File: src/rtl/ssfe_pkg.sv
// Shared types and constants of the spectral shaping filter energy core.
package ssfe_pkg;

  localparam int unsigned SAMPLE_W   = 16;
  localparam int unsigned COEF_W     = 16;
  localparam int unsigned ENERGY_W   = 63;
  localparam int unsigned LEN_W      = 7;
  localparam int unsigned CFG_IDX_W  = 3;
  localparam int unsigned CFG_DATA_W = 16;
  localparam int unsigned QUEUE_DEPTH = 2;

  // Longest committed block; longer settings are clamped to it.
  localparam logic [LEN_W-1:0] BLOCK_MAX       = 7'd64;
  localparam logic [LEN_W-1:0] BLOCK_LEN_RESET = 7'd2;

  localparam logic KIND_BLOCK = 1'b0;
  localparam logic KIND_PROBE = 1'b1;

  typedef enum logic [CFG_IDX_W-1:0] {
    CFG_COEF_B0   = 3'd0,
    CFG_COEF_B1   = 3'd1,
    CFG_COEF_B2   = 3'd2,
    CFG_COEF_B3   = 3'd3,
    CFG_BLOCK_LEN = 3'd4
  } cfg_index_e;

  typedef enum logic [1:0] {
    OP_COMMIT   = 2'd0,
    OP_PROBE    = 2'd1,
    OP_CLEAR    = 2'd2,
    OP_RESERVED = 2'd3
  } opcode_e;

  typedef struct packed {
    opcode_e                     opcode;
    logic signed [SAMPLE_W-1:0]  sample;
    logic                        run_last;
  } in_item_t;

  typedef struct packed {
    logic [ENERGY_W-1:0] energy;
    logic                kind;
    logic                saturated;
  } out_item_t;

  // Work classes handed from the front end to the execution unit.
  typedef enum logic [1:0] {
    CMD_COMMIT     = 2'd0,
    CMD_PROBE      = 2'd1,
    CMD_PROBE_HOLD = 2'd2,
    CMD_CLEAR      = 2'd3
  } cmd_kind_e;

  typedef struct packed {
    cmd_kind_e                  kind;
    logic signed [SAMPLE_W-1:0] sample;
    logic                       run_last;
  } cmd_t;

  typedef struct packed {
    logic signed [COEF_W-1:0] b0;
    logic signed [COEF_W-1:0] b1;
    logic signed [COEF_W-1:0] b2;
    logic signed [COEF_W-1:0] b3;
  } coef_t;

endpackage

File: src/rtl/ssfe_front.sv
// Front end: accepts input items, drops no-ops and classifies the rest.
module ssfe_front (
  input  logic                        in_valid_i,
  output logic                        in_stall_o,
  input  ssfe_pkg::in_item_t          in_item_i,
  input  logic [ssfe_pkg::LEN_W-1:0]  block_length_i,
  input  logic                        queue_full_i,
  output logic                        push_o,
  output ssfe_pkg::cmd_t              cmd_o,
  output logic [ssfe_pkg::LEN_W-1:0]  len_o
);
  import ssfe_pkg::*;

  logic keep;

  assign len_o = (block_length_i > BLOCK_MAX) ? BLOCK_MAX : block_length_i;

  always_comb begin
    cmd_o.sample   = in_item_i.sample;
    cmd_o.run_last = in_item_i.run_last;
    cmd_o.kind     = CMD_CLEAR;
    keep           = 1'b0;
    unique case (in_item_i.opcode)
      OP_COMMIT: begin
        cmd_o.kind = CMD_COMMIT;
        keep       = (len_o != '0);
      end
      OP_PROBE: begin
        // With a zero block length a probe only opens or closes its run.
        cmd_o.kind = (len_o != '0) ? CMD_PROBE : CMD_PROBE_HOLD;
        keep       = 1'b1;
      end
      OP_CLEAR: begin
        cmd_o.kind = CMD_CLEAR;
        keep       = 1'b1;
      end
      OP_RESERVED: begin
        keep = 1'b0;
      end
    endcase
  end

  assign in_stall_o = queue_full_i;
  assign push_o     = in_valid_i && !queue_full_i && keep;

endmodule

File: src/rtl/ssfe_queue.sv
// Short command queue between the front end and the execution unit.
module ssfe_queue (
  input  logic           clk_i,
  input  logic           rst_ni,
  input  logic           push_i,
  input  ssfe_pkg::cmd_t data_i,
  output logic           full_o,
  output logic           valid_o,
  input  logic           pop_i,
  output ssfe_pkg::cmd_t data_o
);
  import ssfe_pkg::*;

  localparam int unsigned PTR_W = (QUEUE_DEPTH > 1) ? $clog2(QUEUE_DEPTH) : 1;
  localparam int unsigned CNT_W = $clog2(QUEUE_DEPTH + 1);
  localparam logic [PTR_W-1:0] LAST_PTR = PTR_W'(QUEUE_DEPTH - 1);
  localparam logic [CNT_W-1:0] FULL_CNT = CNT_W'(QUEUE_DEPTH);

  cmd_t             mem_q [QUEUE_DEPTH];
  logic [PTR_W-1:0] wr_ptr_q, rd_ptr_q;
  logic [CNT_W-1:0] count_q;
  logic             push_ok, pop_ok;

  assign full_o  = (count_q == FULL_CNT);
  assign valid_o = (count_q != '0);
  assign data_o  = mem_q[rd_ptr_q];
  assign push_ok = push_i && !full_o;
  assign pop_ok  = pop_i && valid_o;

  always_ff @(posedge clk_i) begin
    if (push_ok) begin
      mem_q[wr_ptr_q] <= data_i;
    end
  end

  always_ff @(posedge clk_i or negedge rst_ni) begin
    if (!rst_ni) begin
      wr_ptr_q <= '0;
      rd_ptr_q <= '0;
      count_q  <= '0;
    end else begin
      if (push_ok) begin
        wr_ptr_q <= (wr_ptr_q == LAST_PTR) ? '0 : wr_ptr_q + PTR_W'(1);
      end
      if (pop_ok) begin
        rd_ptr_q <= (rd_ptr_q == LAST_PTR) ? '0 : rd_ptr_q + PTR_W'(1);
      end
      if (push_ok && !pop_ok) begin
        count_q <= count_q + CNT_W'(1);
      end else if (pop_ok && !push_ok) begin
        count_q <= count_q - CNT_W'(1);
      end
    end
  end

endmodule

File: src/rtl/ssfe_back.sv
// Execution unit: filter sections, energy accumulation and result register.
module ssfe_back (
  input  logic                       clk_i,
  input  logic                       rst_ni,
  input  logic                       cmd_valid_i,
  input  ssfe_pkg::cmd_t             cmd_i,
  output logic                       pop_o,
  input  ssfe_pkg::coef_t            coef_i,
  input  logic [ssfe_pkg::LEN_W-1:0] len_i,
  output logic                       out_valid_o,
  input  logic                       out_stall_i,
  output ssfe_pkg::out_item_t        out_item_o
);
  import ssfe_pkg::*;

  localparam int unsigned SEC_W     = 32;
  localparam int unsigned ACC_W     = 52;
  localparam int unsigned MUL_W     = 2 * SEC_W;
  localparam int unsigned RND_SHIFT = 14;
  localparam int unsigned X_SHIFT   = 22;
  localparam int unsigned PIN_SHIFT = 8;
  localparam int unsigned HI_MSB    = ACC_W - RND_SHIFT - SEC_W;
  localparam logic signed [ACC_W-1:0] ROUND_BIAS = ACC_W'(2 ** (RND_SHIFT - 1));

  typedef enum logic [6:0] {
    ST_IDLE = 7'b0000001,
    ST_SEC1 = 7'b0000010,
    ST_MID  = 7'b0000100,
    ST_SEC2 = 7'b0001000,
    ST_OUT  = 7'b0010000,
    ST_SQ   = 7'b0100000,
    ST_ACC  = 7'b1000000
  } state_e;

  // Drops 14 fraction bits and clamps to 32 bits; the top bit flags a clamp.
  function automatic logic [SEC_W:0] sat_shift(input logic signed [ACC_W-1:0] v);
    logic [ACC_W-RND_SHIFT-1:0] r;
    logic [HI_MSB:0]            hi;
    logic [SEC_W:0]             res;
    r  = v[ACC_W-1:RND_SHIFT];
    hi = r[ACC_W-RND_SHIFT-1:SEC_W-1];
    if ((&hi) || !(|hi)) begin
      res = {1'b0, r[SEC_W-1:0]};
    end else if (hi[HI_MSB]) begin
      res = {1'b1, 1'b1, {(SEC_W-1){1'b0}}};
    end else begin
      res = {1'b1, 1'b0, {(SEC_W-1){1'b1}}};
    end
    return res;
  endfunction

  state_e state_q, state_d;

  logic signed [SAMPLE_W-1:0] kept_pin_q, probe_pin_q;
  logic signed [SEC_W-1:0]    kept_mid_q, kept_out_q, probe_mid_q, probe_out_q;
  logic [ENERGY_W-1:0]        kept_en_q, probe_en_q;
  logic                       probe_active_q;
  logic [LEN_W-1:0]           pos_q;
  logic                       sat_q;

  logic signed [SAMPLE_W-1:0] w_x_q;
  logic signed [SEC_W-1:0]    w_mid_q, w_out_q, mid_q, out_q;
  logic [ENERGY_W-1:0]        w_en_q;
  logic                       w_probe_q, w_last_q;
  logic signed [ACC_W-1:0]    acc_q;
  logic signed [MUL_W-1:0]    p_q;

  logic                       out_valid_q;
  out_item_t                  out_item_q, out_item_d;

  logic                       use_kept;
  logic signed [SAMPLE_W-1:0] src_pin;
  logic signed [SEC_W-1:0]    src_mid, src_out;
  logic [ENERGY_W-1:0]        src_en;
  logic signed [SEC_W-1:0]    mul_a, mul_b;
  logic signed [MUL_W-1:0]    product;
  logic                       mul_en;
  logic signed [ACC_W-1:0]    sec1_sum, sec2_sum, fin_sum;
  logic [SEC_W:0]             fin_res;
  logic [ENERGY_W:0]          en_sum;
  logic                       en_sat, sat_all;
  logic [ENERGY_W-1:0]        en_new;
  logic [LEN_W:0]             pos_inc;
  logic                       need_emit, out_free, acc_go;
  logic                       emit_hold, emit_acc, out_load;
  logic                       is_filter;

  // A commit, or the first sample of a probe run, starts from the kept state.
  assign use_kept = (cmd_i.kind == CMD_COMMIT) || !probe_active_q;
  assign src_pin  = use_kept ? kept_pin_q : probe_pin_q;
  assign src_mid  = use_kept ? kept_mid_q : probe_mid_q;
  assign src_out  = use_kept ? kept_out_q : probe_out_q;
  assign src_en   = use_kept ? kept_en_q  : probe_en_q;

  assign is_filter = (cmd_i.kind == CMD_COMMIT) || (cmd_i.kind == CMD_PROBE);

  // One shared multiplier serves all five products of a sample.
  always_comb begin
    mul_a  = '0;
    mul_b  = '0;
    mul_en = 1'b1;
    unique case (state_q)
      ST_IDLE: begin
        mul_a = SEC_W'(src_pin);
        mul_b = SEC_W'(coef_i.b2);
      end
      ST_SEC1: begin
        mul_a = w_mid_q;
        mul_b = SEC_W'(coef_i.b0);
      end
      ST_MID: begin
        mul_a = w_mid_q;
        mul_b = SEC_W'(coef_i.b3);
      end
      ST_SEC2: begin
        mul_a = w_out_q;
        mul_b = SEC_W'(coef_i.b1);
      end
      ST_SQ: begin
        mul_a = out_q;
        mul_b = out_q;
      end
      default: begin
        mul_en = 1'b0;
      end
    endcase
  end

  assign product = MUL_W'(mul_a) * MUL_W'(mul_b);

  assign sec1_sum = (ACC_W'(w_x_q) <<< X_SHIFT) - (ACC_W'(p_q) <<< PIN_SHIFT) + ROUND_BIAS;
  assign sec2_sum = (ACC_W'(mid_q) <<< RND_SHIFT) - ACC_W'(p_q) + ROUND_BIAS;
  assign fin_sum  = acc_q + ACC_W'(p_q);
  assign fin_res  = sat_shift(fin_sum);

  // The square of a 32-bit value is never negative and fits in 63 bits.
  assign en_sum  = {1'b0, w_en_q} + {1'b0, p_q[ENERGY_W-1:0]};
  assign en_sat  = en_sum[ENERGY_W];
  assign en_new  = en_sat ? {ENERGY_W{1'b1}} : en_sum[ENERGY_W-1:0];
  assign sat_all = sat_q | en_sat;

  assign pos_inc   = {1'b0, pos_q} + (LEN_W + 1)'(1);
  assign need_emit = w_probe_q ? w_last_q : (pos_inc >= {1'b0, len_i});
  assign out_free  = !out_valid_q || !out_stall_i;
  assign acc_go    = !need_emit || out_free;

  always_comb begin
    pop_o = 1'b0;
    if (state_q == ST_IDLE && cmd_valid_i) begin
      if (cmd_i.kind == CMD_PROBE_HOLD) begin
        pop_o = !cmd_i.run_last || out_free;
      end else begin
        pop_o = 1'b1;
      end
    end
  end

  assign emit_hold = (state_q == ST_IDLE) && pop_o && (cmd_i.kind == CMD_PROBE_HOLD) &&
                     cmd_i.run_last;
  assign emit_acc  = (state_q == ST_ACC) && acc_go && need_emit;
  assign out_load  = emit_hold || emit_acc;

  always_comb begin
    if (state_q == ST_ACC) begin
      out_item_d.energy    = en_new;
      out_item_d.kind      = w_probe_q ? KIND_PROBE : KIND_BLOCK;
      out_item_d.saturated = sat_all;
    end else begin
      out_item_d.energy    = probe_active_q ? probe_en_q : kept_en_q;
      out_item_d.kind      = KIND_PROBE;
      out_item_d.saturated = sat_q;
    end
  end

  always_comb begin
    state_d = state_q;
    unique case (state_q)
      ST_IDLE: if (pop_o && is_filter) state_d = ST_SEC1;
      ST_SEC1: state_d = ST_MID;
      ST_MID:  state_d = ST_SEC2;
      ST_SEC2: state_d = ST_OUT;
      ST_OUT:  state_d = ST_SQ;
      ST_SQ:   state_d = ST_ACC;
      ST_ACC:  if (acc_go) state_d = ST_IDLE;
      default: state_d = ST_IDLE;
    endcase
  end

  always_ff @(posedge clk_i or negedge rst_ni) begin
    if (!rst_ni) begin
      state_q        <= ST_IDLE;
      kept_pin_q     <= '0;
      kept_mid_q     <= '0;
      kept_out_q     <= '0;
      kept_en_q      <= '0;
      probe_pin_q    <= '0;
      probe_mid_q    <= '0;
      probe_out_q    <= '0;
      probe_en_q     <= '0;
      probe_active_q <= 1'b0;
      pos_q          <= '0;
      sat_q          <= 1'b0;
      out_valid_q    <= 1'b0;
    end else begin
      state_q <= state_d;
      if (out_valid_q && !out_stall_i) begin
        out_valid_q <= 1'b0;
      end
      if (out_load) begin
        out_valid_q <= 1'b1;
      end
      unique case (state_q)
        ST_IDLE: begin
          if (pop_o && cmd_i.kind == CMD_CLEAR) begin
            kept_pin_q     <= '0;
            kept_mid_q     <= '0;
            kept_out_q     <= '0;
            kept_en_q      <= '0;
            probe_pin_q    <= '0;
            probe_mid_q    <= '0;
            probe_out_q    <= '0;
            probe_en_q     <= '0;
            probe_active_q <= 1'b0;
            pos_q          <= '0;
            sat_q          <= 1'b0;
          end else if (pop_o && cmd_i.kind == CMD_PROBE_HOLD) begin
            if (!probe_active_q) begin
              probe_pin_q <= kept_pin_q;
              probe_mid_q <= kept_mid_q;
              probe_out_q <= kept_out_q;
              probe_en_q  <= kept_en_q;
            end
            probe_active_q <= !cmd_i.run_last;
            if (cmd_i.run_last) begin
              sat_q <= 1'b0;
            end
          end
        end
        ST_MID, ST_OUT: begin
          if (fin_res[SEC_W]) begin
            sat_q <= 1'b1;
          end
        end
        ST_ACC: begin
          if (acc_go) begin
            if (w_probe_q) begin
              probe_pin_q    <= w_x_q;
              probe_mid_q    <= mid_q;
              probe_out_q    <= out_q;
              probe_en_q     <= en_new;
              probe_active_q <= !w_last_q;
            end else begin
              kept_pin_q <= w_x_q;
              kept_mid_q <= mid_q;
              kept_out_q <= out_q;
              kept_en_q  <= en_new;
              pos_q      <= need_emit ? '0 : pos_inc[LEN_W-1:0];
            end
            sat_q <= need_emit ? 1'b0 : sat_all;
          end
        end
        default: begin
        end
      endcase
    end
  end

  always_ff @(posedge clk_i) begin
    if (mul_en) begin
      p_q <= product;
    end
    if (out_load) begin
      out_item_q <= out_item_d;
    end
    unique case (state_q)
      ST_IDLE: begin
        w_x_q     <= cmd_i.sample;
        w_probe_q <= (cmd_i.kind == CMD_PROBE);
        w_last_q  <= cmd_i.run_last;
        w_mid_q   <= src_mid;
        w_out_q   <= src_out;
        w_en_q    <= src_en;
      end
      ST_SEC1: acc_q <= sec1_sum;
      ST_MID:  mid_q <= fin_res[SEC_W-1:0];
      ST_SEC2: acc_q <= sec2_sum;
      ST_OUT:  out_q <= fin_res[SEC_W-1:0];
      default: begin
      end
    endcase
  end

  assign out_valid_o = out_valid_q;
  assign out_item_o  = out_item_q;

endmodule

File: src/rtl/spectral_shaping_filter_energy_core.sv
// Top level of the spectral shaping filter energy core.
//
// Input items carry an opcode (commit, probe, clear), a 16-bit sample and a
// run_last mark. Each commit or probe sample runs through two first-order
// sections and adds the squared output to an energy sum. A commit sample
// closes a block every block_length samples and then yields a result item
// with the kept energy; a probe run works on a copy of the kept state and
// yields its energy on the sample marked run_last. Clear yields nothing.
// Items that filter pass through the states IDLE, SEC1, MID, SEC2, OUT, SQ
// and ACC of the execution unit: one shared 32x32 multiplier is used five
// times per sample. Clear and probes at zero block length are handled in
// the IDLE state alone. A result is loaded into the output register from
// ACC, or from IDLE for a probe at zero block length.
// A two-entry queue sits between the front end and the execution unit, so
// new items are taken while a result waits in the output register. When
// the receiver stalls, the result holds and the execution unit stops only
// at the next item that has a result of its own to deliver.
// Reset clears all filter state, the coefficients to zero and the block
// length to two. The user must write configuration only while the core is idle; the core does not enforce this.
module spectral_shaping_filter_energy_core (
  input  logic                            clk_i,
  input  logic                            rst_ni,
  input  logic                            in_valid_i,
  output logic                            in_stall_o,
  input  ssfe_pkg::in_item_t              in_item_i,
  output logic                            out_valid_o,
  input  logic                            out_stall_i,
  output ssfe_pkg::out_item_t             out_item_o,
  input  logic                            cfg_we_i,
  input  logic [ssfe_pkg::CFG_IDX_W-1:0]  cfg_index_i,
  input  logic [ssfe_pkg::CFG_DATA_W-1:0] cfg_data_i
);
  import ssfe_pkg::*;

  coef_t            coef_q;
  logic [LEN_W-1:0] block_len_q;
  logic [LEN_W-1:0] len_eff;
  logic             q_push, q_full, q_valid, q_pop;
  cmd_t             q_in, q_out;

  always_ff @(posedge clk_i or negedge rst_ni) begin
    if (!rst_ni) begin
      coef_q      <= '0;
      block_len_q <= BLOCK_LEN_RESET;
    end else if (cfg_we_i) begin
      unique case (cfg_index_i)
        CFG_COEF_B0:   coef_q.b0   <= cfg_data_i;
        CFG_COEF_B1:   coef_q.b1   <= cfg_data_i;
        CFG_COEF_B2:   coef_q.b2   <= cfg_data_i;
        CFG_COEF_B3:   coef_q.b3   <= cfg_data_i;
        CFG_BLOCK_LEN: block_len_q <= cfg_data_i[LEN_W-1:0];
        default: begin
        end
      endcase
    end
  end

  ssfe_front u_front (
    .in_valid_i     (in_valid_i),
    .in_stall_o     (in_stall_o),
    .in_item_i      (in_item_i),
    .block_length_i (block_len_q),
    .queue_full_i   (q_full),
    .push_o         (q_push),
    .cmd_o          (q_in),
    .len_o          (len_eff)
  );

  ssfe_queue u_queue (
    .clk_i   (clk_i),
    .rst_ni  (rst_ni),
    .push_i  (q_push),
    .data_i  (q_in),
    .full_o  (q_full),
    .valid_o (q_valid),
    .pop_i   (q_pop),
    .data_o  (q_out)
  );

  ssfe_back u_back (
    .clk_i       (clk_i),
    .rst_ni      (rst_ni),
    .cmd_valid_i (q_valid),
    .cmd_i       (q_out),
    .pop_o       (q_pop),
    .coef_i      (coef_q),
    .len_i       (len_eff),
    .out_valid_o (out_valid_o),
    .out_stall_i (out_stall_i),
    .out_item_o  (out_item_o)
  );

  a_pop_has_item: assert property (@(posedge clk_i) disable iff (!rst_ni)
    q_pop |-> q_valid)
    else $error("execution unit popped an empty queue");

  a_stall_means_backlog: assert property (@(posedge clk_i) disable iff (!rst_ni)
    in_stall_o |-> q_valid)
    else $error("input stalled while the queue holds no item");

  a_push_fits: assert property (@(posedge clk_i) disable iff (!rst_ni)
    q_push && !q_pop |=> q_valid)
    else $error("pushed item is missing from the queue");

endmodule

File: config.mk
export PLATFORM = sky130hd
export DESIGN_NAME = spectral_shaping_filter_energy_core
export DESIGN_NICKNAME = d
export VERILOG_FILES = /design/src/rtl/ssfe_pkg.sv /design/src/rtl/ssfe_front.sv /design/src/rtl/ssfe_queue.sv /design/src/rtl/ssfe_back.sv /design/src/rtl/spectral_shaping_filter_energy_core.sv
export SDC_FILE = /design/constraint.sdc
export NUM_CORES = 2
export LEC_CHECK = 0
export ABC_AREA = 0
export CAP_MARGIN = 20
export CORE_MARGIN = 4
export CORE_UTILIZATION = 45
export DETAILED_ROUTE_END_ITERATION = 8
export DONT_BUFFER_PORTS = 1
export GPL_TIMING_DRIVEN = 0
export PLACE_DENSITY = 0.7
export SLEW_MARGIN = 20
export SYNTH_ARGS = -nofsm -noshare
export SYNTH_HDL_FRONTEND = slang
export SYNTH_SLANG_ARGS = --single-unit
File: constraint.sdc
create_clock -name clk_i -period 16.8 [get_ports clk_i]
set_input_delay 1.68 -clock clk_i [delete_from_list [all_inputs] [get_ports clk_i]]
set_output_delay 1.68 -clock clk_i [all_outputs]
set_load 0.02 [all_outputs]
== Yosys cells after proc, flatten, opt, wreduce, memory -nomap -nowiden ==
Memories as Yosys holds them, arrays and structs flattened.
Cells that the tools add are included.
Word-level totals
  bits in registers: 767
  memory bits (writable): 38
  input bits: 43
  output and inout port bits: 67
  word-level logic and storage cells: 223
  memories kept: 1
Memory list
  u_queue.mem_q: words 2, bits a word 19, read ports 1, clocked after Yosys merged registers in 0, write ports 1, RTL line ssfe_queue.sv:19  | cmd_t mem_q [QUEUE_DEPTH];
Cells by class
  $add $sub $neg: 11
  multiply operators: 1
  order comparisons: 2
  eq/ne operators: 27
  muxes and demuxes: 87
  bitwise gates (word level): 1
  reductions and logical operators: 59
Operators with widths (number)
  63-bit two-way mux: 10
  32-bit two-way mux: 18
  32-bit one-hot mux with 2 select lines: 4
  63-bit one-hot mux with 2 select lines: 2
  32-bit one-hot mux with 5 select lines: 1
  16-bit two-way mux: 9
  32-bit one-hot mux with 4 select lines: 1
  52-bit by 15-bit adder with 52-bit output, second input constant: 2
  52-bit one-hot mux with 2 select lines: 1
  65-bit two-way mux: 1
  63-bit by 63-bit adder with 64-bit output: 1
  16-bit one-hot mux with 2 select lines: 2
  32-bit by 32-bit multiplier with 63-bit output: 1
  52-bit adder: 1
  38-bit by 52-bit subtractor with 52-bit output: 1
  46-bit by 52-bit subtractor with 52-bit output: 1
  7-bit two-way mux: 7
  7-bit one-hot mux with 7 select lines: 1
  33-bit two-way mux: 1
  1-bit two-way mux: 21
  1-bit logical AND: 16
  7-bit one-hot mux with 2 select lines: 1
  2-bit AND reduction: 6
  2-bit equality test, second input constant: 5
  39 further kinds: 74

== Logic depth before layout (Yosys ltp) ==
  depth after elaboration: 10
  mapped depth: 38

== Cells and area by module ==
A second synthesis with hierarchy kept.
Second synthesis, totals
  cell total of the unflattened synthesis: 8252
  area, all modules: 78301.3 sq um
Modules (own cells, without submodules)
  ssfe_back: times used 1, cells each 7980, area an instance 73605.6 sq um
  spectral_shaping_filter_energy_core: times used 1, cells each 154, area an instance 2727.6 sq um
  ssfe_queue: times used 1, cells each 78, area an instance 1666.6 sq um
  ssfe_front: times used 1, cells each 40, area an instance 301.5 sq um

== Least setup slack after synthesis ==
Ideal clock, no wire load.
  kind: register to register
  start: register u_back.state_q[3]
  end: register u_back.p_q[62] (data pin)
  data arrival time: 13.157 ns
  required time: 16.540 ns
  path slack: 3.383 ns
  cell stages (with the launch flop): 30
  period minus slack after synthesis: 13.417 ns
  cells stage by stage: dfrtp_1 nor2_1 nand2_1 nor2_1 nand3b_1 inv_1 clkbuf_1 a22oi_1 a21oi_1 fa_1 fa_1 fa_1 inv_1 fa_1 inv_1 fa_1 fa_1 inv_1 fa_1 inv_1 fa_1 ha_1 clkbuf_1 nand3_1 or3_1 o31a_1 o21bai_1 nor4_1 nor3_1 xnor2_1
On the way
  longest elaborated chain between the ends: 4
  elaborated cells between the ends (all ways): 9
  those cells by class: mul: 1; eq/ne: 5; mux: 2; reduce/logical: 1
RTL lines
  from (decl): RTL line ssfe_back.sv:52  | state_e state_q, state_d;
  from (signal assigned): RTL line ssfe_back.sv:205  | state_q <= state_d;
  7-bit by 3-bit equality test with 1-bit output or 7-bit by 2-bit equality test with 1-bit output (tied branches): RTL line ssfe_back.sv:102  | unique case (state_q)
  2-bit OR reduction (no line)
  32-bit one-hot mux with 4 select lines: RTL line ssfe_back.sv:102
  32-bit by 32-bit multiplier with 63-bit output *: RTL line ssfe_back.sv:129  | assign product = MUL_W'(mul_a) * MUL_W'(mul_b);
  via u_back.product[62]: RTL line ssfe_back.sv:76  | logic signed [MUL_W-1:0] product;
  to (signal assigned): RTL line ssfe_back.sv:270  | p_q <= product;
  to (decl): RTL line ssfe_back.sv:66  | logic signed [MUL_W-1:0] p_q;
Mark *: on every way through the listed nets, which the timed path passes. The rest lies on a longest branch.
A chain may end at the register's enable or synchronous reset.

== Worst setup path in the final report ==
  start: register u_back.state_q[2]
  end: register u_back.p_q[55] (data pin)
The elaborated chain is that of the path after synthesis.

==> results by group <==
Clocking
  • CTS tree: yes
  • Post-CTS sizing: 0
  • Clk sinks: 805
  • Setup bufs post-CTS: 0
  • Clock insertion delay at the later pin of the skew report: 0.70 ns
  • Worst-path clk slew: 0.06 ns
  • Hold-fix buffers, CTS: 0
  • CTS max path bufs: 3
  • TritonCTS Buffers: 87
  • Root Driver: clkbuf_16
  • CTS H-tree depth: 3

Timing
  • Hold Fails Final Rpt: 0
  • Worst clock skew: 0.0782 ns
  • Setup tns final: 0 ns
  • Worst slew pin tran: 1.29 ns
  • Crit share post-route: 83.9%
  • Fin. max-slew vios: 0
  • Worst slew margin: 14.0%
  • Minimum clock period: 14.10 ns
  • Peak Freq: 70.9 MHz
  • Final setup viols: 0
  • Unrepaired setup endpoints after global routing: no

Floorplanning
  • Die X: 424 µm
  • Die Ht: 424 µm
  • IO Pins: 110
  • Die ar.: 180,000 µm²
  • Initial Utilization: 45.4%
  • Core area: 172,000 µm²
  • Row Count: 152

Detailed routing
  • Routed vias: 62,074
  • Number of DRC markers in iteration 0: 6,398
  • DRC: 0
  • ANT nets after route: 0
  • WL per Instance: 26.7 µm
  • DRT Wirelength: 285 mm
  • Drt first pass iters: 9
  • DR vias/cell: 5.83

Power and ir drop
  • Leak: 38.6 nW
  • Clk pwr share: 12.9%
  • Pwr Density: 186 nW/µm²
  • Worst VDD drop: 117 µV
  • Reg power frac: 20.7%
  • Int Pwr: 7.39 mW
  • Sw power: 8.35 mW
  • Gate power share: 66.4%
  • Switching share of power: 53.0%

Synthesis
  • Cell area after synthesis: 78,000 µm²
  • Post-synth ARST share: 47.0%
  • Ys Warns: 0
  • Synth cell types: 101
  • EDFF count, synth: 427
  • Yosys reg bits: 805
  • Cells after synthesis: 8,147
  • Syn Area/Cell: 9.57 µm²
  • Mapped Nets: 9,638
  • Post-synthesis sequential area ratio: 28.6%
  • Ys flop type: edfxtp_1

Worst setup path
  • Worst setup EP type: flip-flop
  • Worst Path Class, Setup: flip-flop to flip-flop
  • CP dominant cell by count: fa_1
  • CP bufs+invs: 8
  • CP max stage delay: 0.86 ns
  • Top delay family on crit path: adder cells
  • Reg2reg setup slack: 2.70 ns
  • Maximum fanout along the worst path: 10
  • Slowest stage cell, crit path: buf_1
  • Worst EP required: 17.22 ns
  • Startpoint types: flip-flop
  • Worst EP arrival: 14.51 ns

Job
  • Max-cap violation count: 0

GRT
  • Pin count of the biggest net entering global routing: 379
  • GR Util All Layers: 31.6%
  • Initial antenna violation count: 13
  • First-pass GRT wire length: 419 mm
  • Vias in the first global route: 63,405
  • Gr ovfl total: 0

Finish
  • Util after Layout: 49.2%
  • Fill cell count: 15,998
  • Area growth, synth to finish: 8.40%
  • Final cell count without fillers: 10,650
  • # nets final: 9,754
  • Proportion of layout cells with a drive suffix above 1: 4.88%

Worst hold path
  • Worst Hold Class: flip-flop to flip-flop

Run status
  • Status: completed

Place
  • Placed cells: 10,481
  • IO Port Bufs: 0
  • Post-DP HPWL: 232 mm
  • Gp weighted congestion: 1.06
-- Yosys cell counts, types with 41 or more instances --
| master | n | area share (%) |
|---|---|---|
| ha_1 | 374 | 6.0 |
| a222oi_1 | 41 | 0.53 |
| a21oi_1 | 383 | 2.5 |
| dfrtp_1 | 376 | 12 |
| o21ai_0 | 395 | 2.5 |
| and3_1 | 45 | 0.36 |
| nor3_1 | 43 | 0.28 |
| o21bai_1 | 68 | 0.65 |
| edfxtp_1 | 427 | 16 |
| xor2_1 | 98 | 1.1 |
| nor2_1 | 712 | 3.4 |
| clkbuf_1 | 382 | 1.8 |
| a31oi_1 | 42 | 0.34 |
| inv_1 | 1014 | 4.9 |
| nand3_1 | 64 | 0.41 |
| xnor2_1 | 155 | 1.7 |
| mux2_2 | 122 | 1.8 |
| nand2b_1 | 47 | 0.38 |
| a21boi_0 | 90 | 0.87 |
| mux2i_1 | 57 | 0.73 |
| nand2_1 | 1452 | 7.0 |
| fa_1 | 1074 | 28 |
| nor2b_1 | 43 | 0.34 |
| a21o_1 | 181 | 1.7 |
-- cells in the final DEF (no fill, tap or decap), types with 14 or more instances in the layout --
| cell | netlist | final |
|---|---|---|
| nor2_1 | 712 | 710 |
| a21oi_1 | 383 | 374 |
| a211oi_1 | 34 | 34 |
| or2_2 | 25 | 25 |
| nor2b_1 | 43 | 43 |
| nand2_1 | 1452 | 1452 |
| nand3_1 | 64 | 64 |
| a21o_1 | 181 | 181 |
| o21bai_1 | 68 | 68 |
| dfrtp_1 | 376 | 376 |
| fa_1 | 1074 | 1073 |
| buf_1 | 33 | 33 |
| or3_1 | 16 | 16 |
| clkinv_2 | 0 | 14 |
| inv_1 | 1014 | 1014 |
| clkbuf_16 | 0 | 91 |
| nand2b_1 | 47 | 46 |
| nor3_1 | 43 | 43 |
| and3_1 | 45 | 45 |
| nand4_1 | 27 | 27 |
| a22oi_1 | 30 | 30 |
| a31oi_1 | 42 | 42 |
| xnor2_1 | 155 | 155 |
| mux2_2 | 122 | 122 |
| edfxtp_1 | 427 | 427 |
| o21ai_0 | 395 | 395 |
| a21boi_0 | 90 | 90 |
| and2_1 | 34 | 34 |
| o21a_1 | 29 | 29 |
| xor2_1 | 98 | 98 |
| clkbuf_1 | 382 | 384 |
| a222oi_1 | 41 | 41 |
| mux2i_1 | 57 | 57 |
| ha_1 | 374 | 374 |
-- layout make-up --
type                       instances  area (µm²)  share of cell area (%)
antenna                            4        10.0                  0.0118
buffer                           429        1700                    2.01
clock buffer                     114        2450                    2.90
clock inverter                    48         612                   0.724
inverter                        1015        3810                    4.51
multi-input combinational       5898       50400                    59.6
sequential                       805       22300                    26.4
tap                             2310        2890                    3.42
timing repair buffer              27         419                   0.496
-- flip-flops by register name (all words and copies together) (netlist names), 16 cells and up --
register,count
coef_q,64
u_back.acc_q,52
u_back.kept_en_q,63
u_back.kept_mid_q,32
u_back.kept_out_q,32
u_back.kept_pin_q,16
u_back.mid_q,32
u_back.out_item_o,65
u_back.out_q,32
u_back.p_q,63
u_back.probe_en_q,63
u_back.probe_mid_q,32
u_back.probe_out_q,32
u_back.probe_pin_q,16
u_back.w_en_q,63
u_back.w_mid_q,32
u_back.w_out_q,32
u_back.w_x_q,16
u_queue.mem_q,38
-- final timing paths --
| path | start | end | cells past startpoint |
|---|---|---|---|
| setup / recovery | u_back.state_q[2] | u_back.p_q[55] | 32 |
| hold / removal | u_back.probe_mid_q[26] | u_back.probe_mid_q[26] | 2 |
| setup reg to reg | u_back.state_q[2] | u_back.p_q[55] | 32 |
| hold reg to reg | u_back.probe_mid_q[26] | u_back.probe_mid_q[26] | 2 |
| max in group asynchronous | rst_ni | coef_q[23] | 2 |
| min in group asynchronous | rst_ni | u_back.kept_en_q[48] | 0 |
-- layer usage --
layer	share of wire (%)	wire length, µm	track usage [%]	up-vias
li1	-	-	-	26724
met1	39	111000	41.6	31389
met2	45	127000	49.2	3200
met3	9.4	26900	5.81	753
met4	7.1	20100	18.1	8
met5	0.020	56	0	-
-- per-stage QoR --
| stage | power, mW | setup slack (ns) | cell area [µm²] | hold WS [ns] |
|---|---|---|---|---|
| floorplan | 9.50 | 3.38 | 78000 | 0.450 |
| global placement | 13.3 | -4.15 | 80900 | 0.461 |
| detailed placement | 13.3 | 2.88 | 81400 | 0.470 |
| CTS | 15.5 | 2.73 | 84500 | 0.483 |
| global route | 16.6 | 2.17 | 84500 | 0.495 |
| finish | 15.7 | 2.70 | 84500 | 0.479 |
-- worst reg2reg max path: cells and delay by family (launching register included) --
family          cells  cell delay, ns
fa+ha+maj           9            4.23
buf+inv             8            3.31
flops               1            0.48
simple gates        5            1.84
compound gates     10            3.96
-- power by group through the flow --
stage | clock, mW | combinational [mW] | sequential (mW)
3_3_place_gp | 0 | 9.92 | 3.35
6_report | 2.03 | 10.5 | 3.25
2_1_floorplan | 0 | 6.42 | 3.08
3_5_place_dp | 0 | 10.0 | 3.27
5_1_grt | 2.14 | 11.2 | 3.28
4_1_cts | 2.05 | 10.2 | 3.24
-- kinds of logic after synthesis --
| family | after synthesis | synth area share, % |
|---|---|---|
| AOI/OAI and AO/OA | 1448 | 11.8 |
| muxes | 180 | 2.51 |
| DFF | 805 | 28.6 |
| xor gates and xnor gates | 253 | 2.84 |
| adders and majority gates | 1448 | 33.6 |
| and+or+nand+nor | 2569 | 13.6 |
| buffers and inverters | 1444 | 7.04 |
Note: power is estimated with default switching activity, not from simulation.
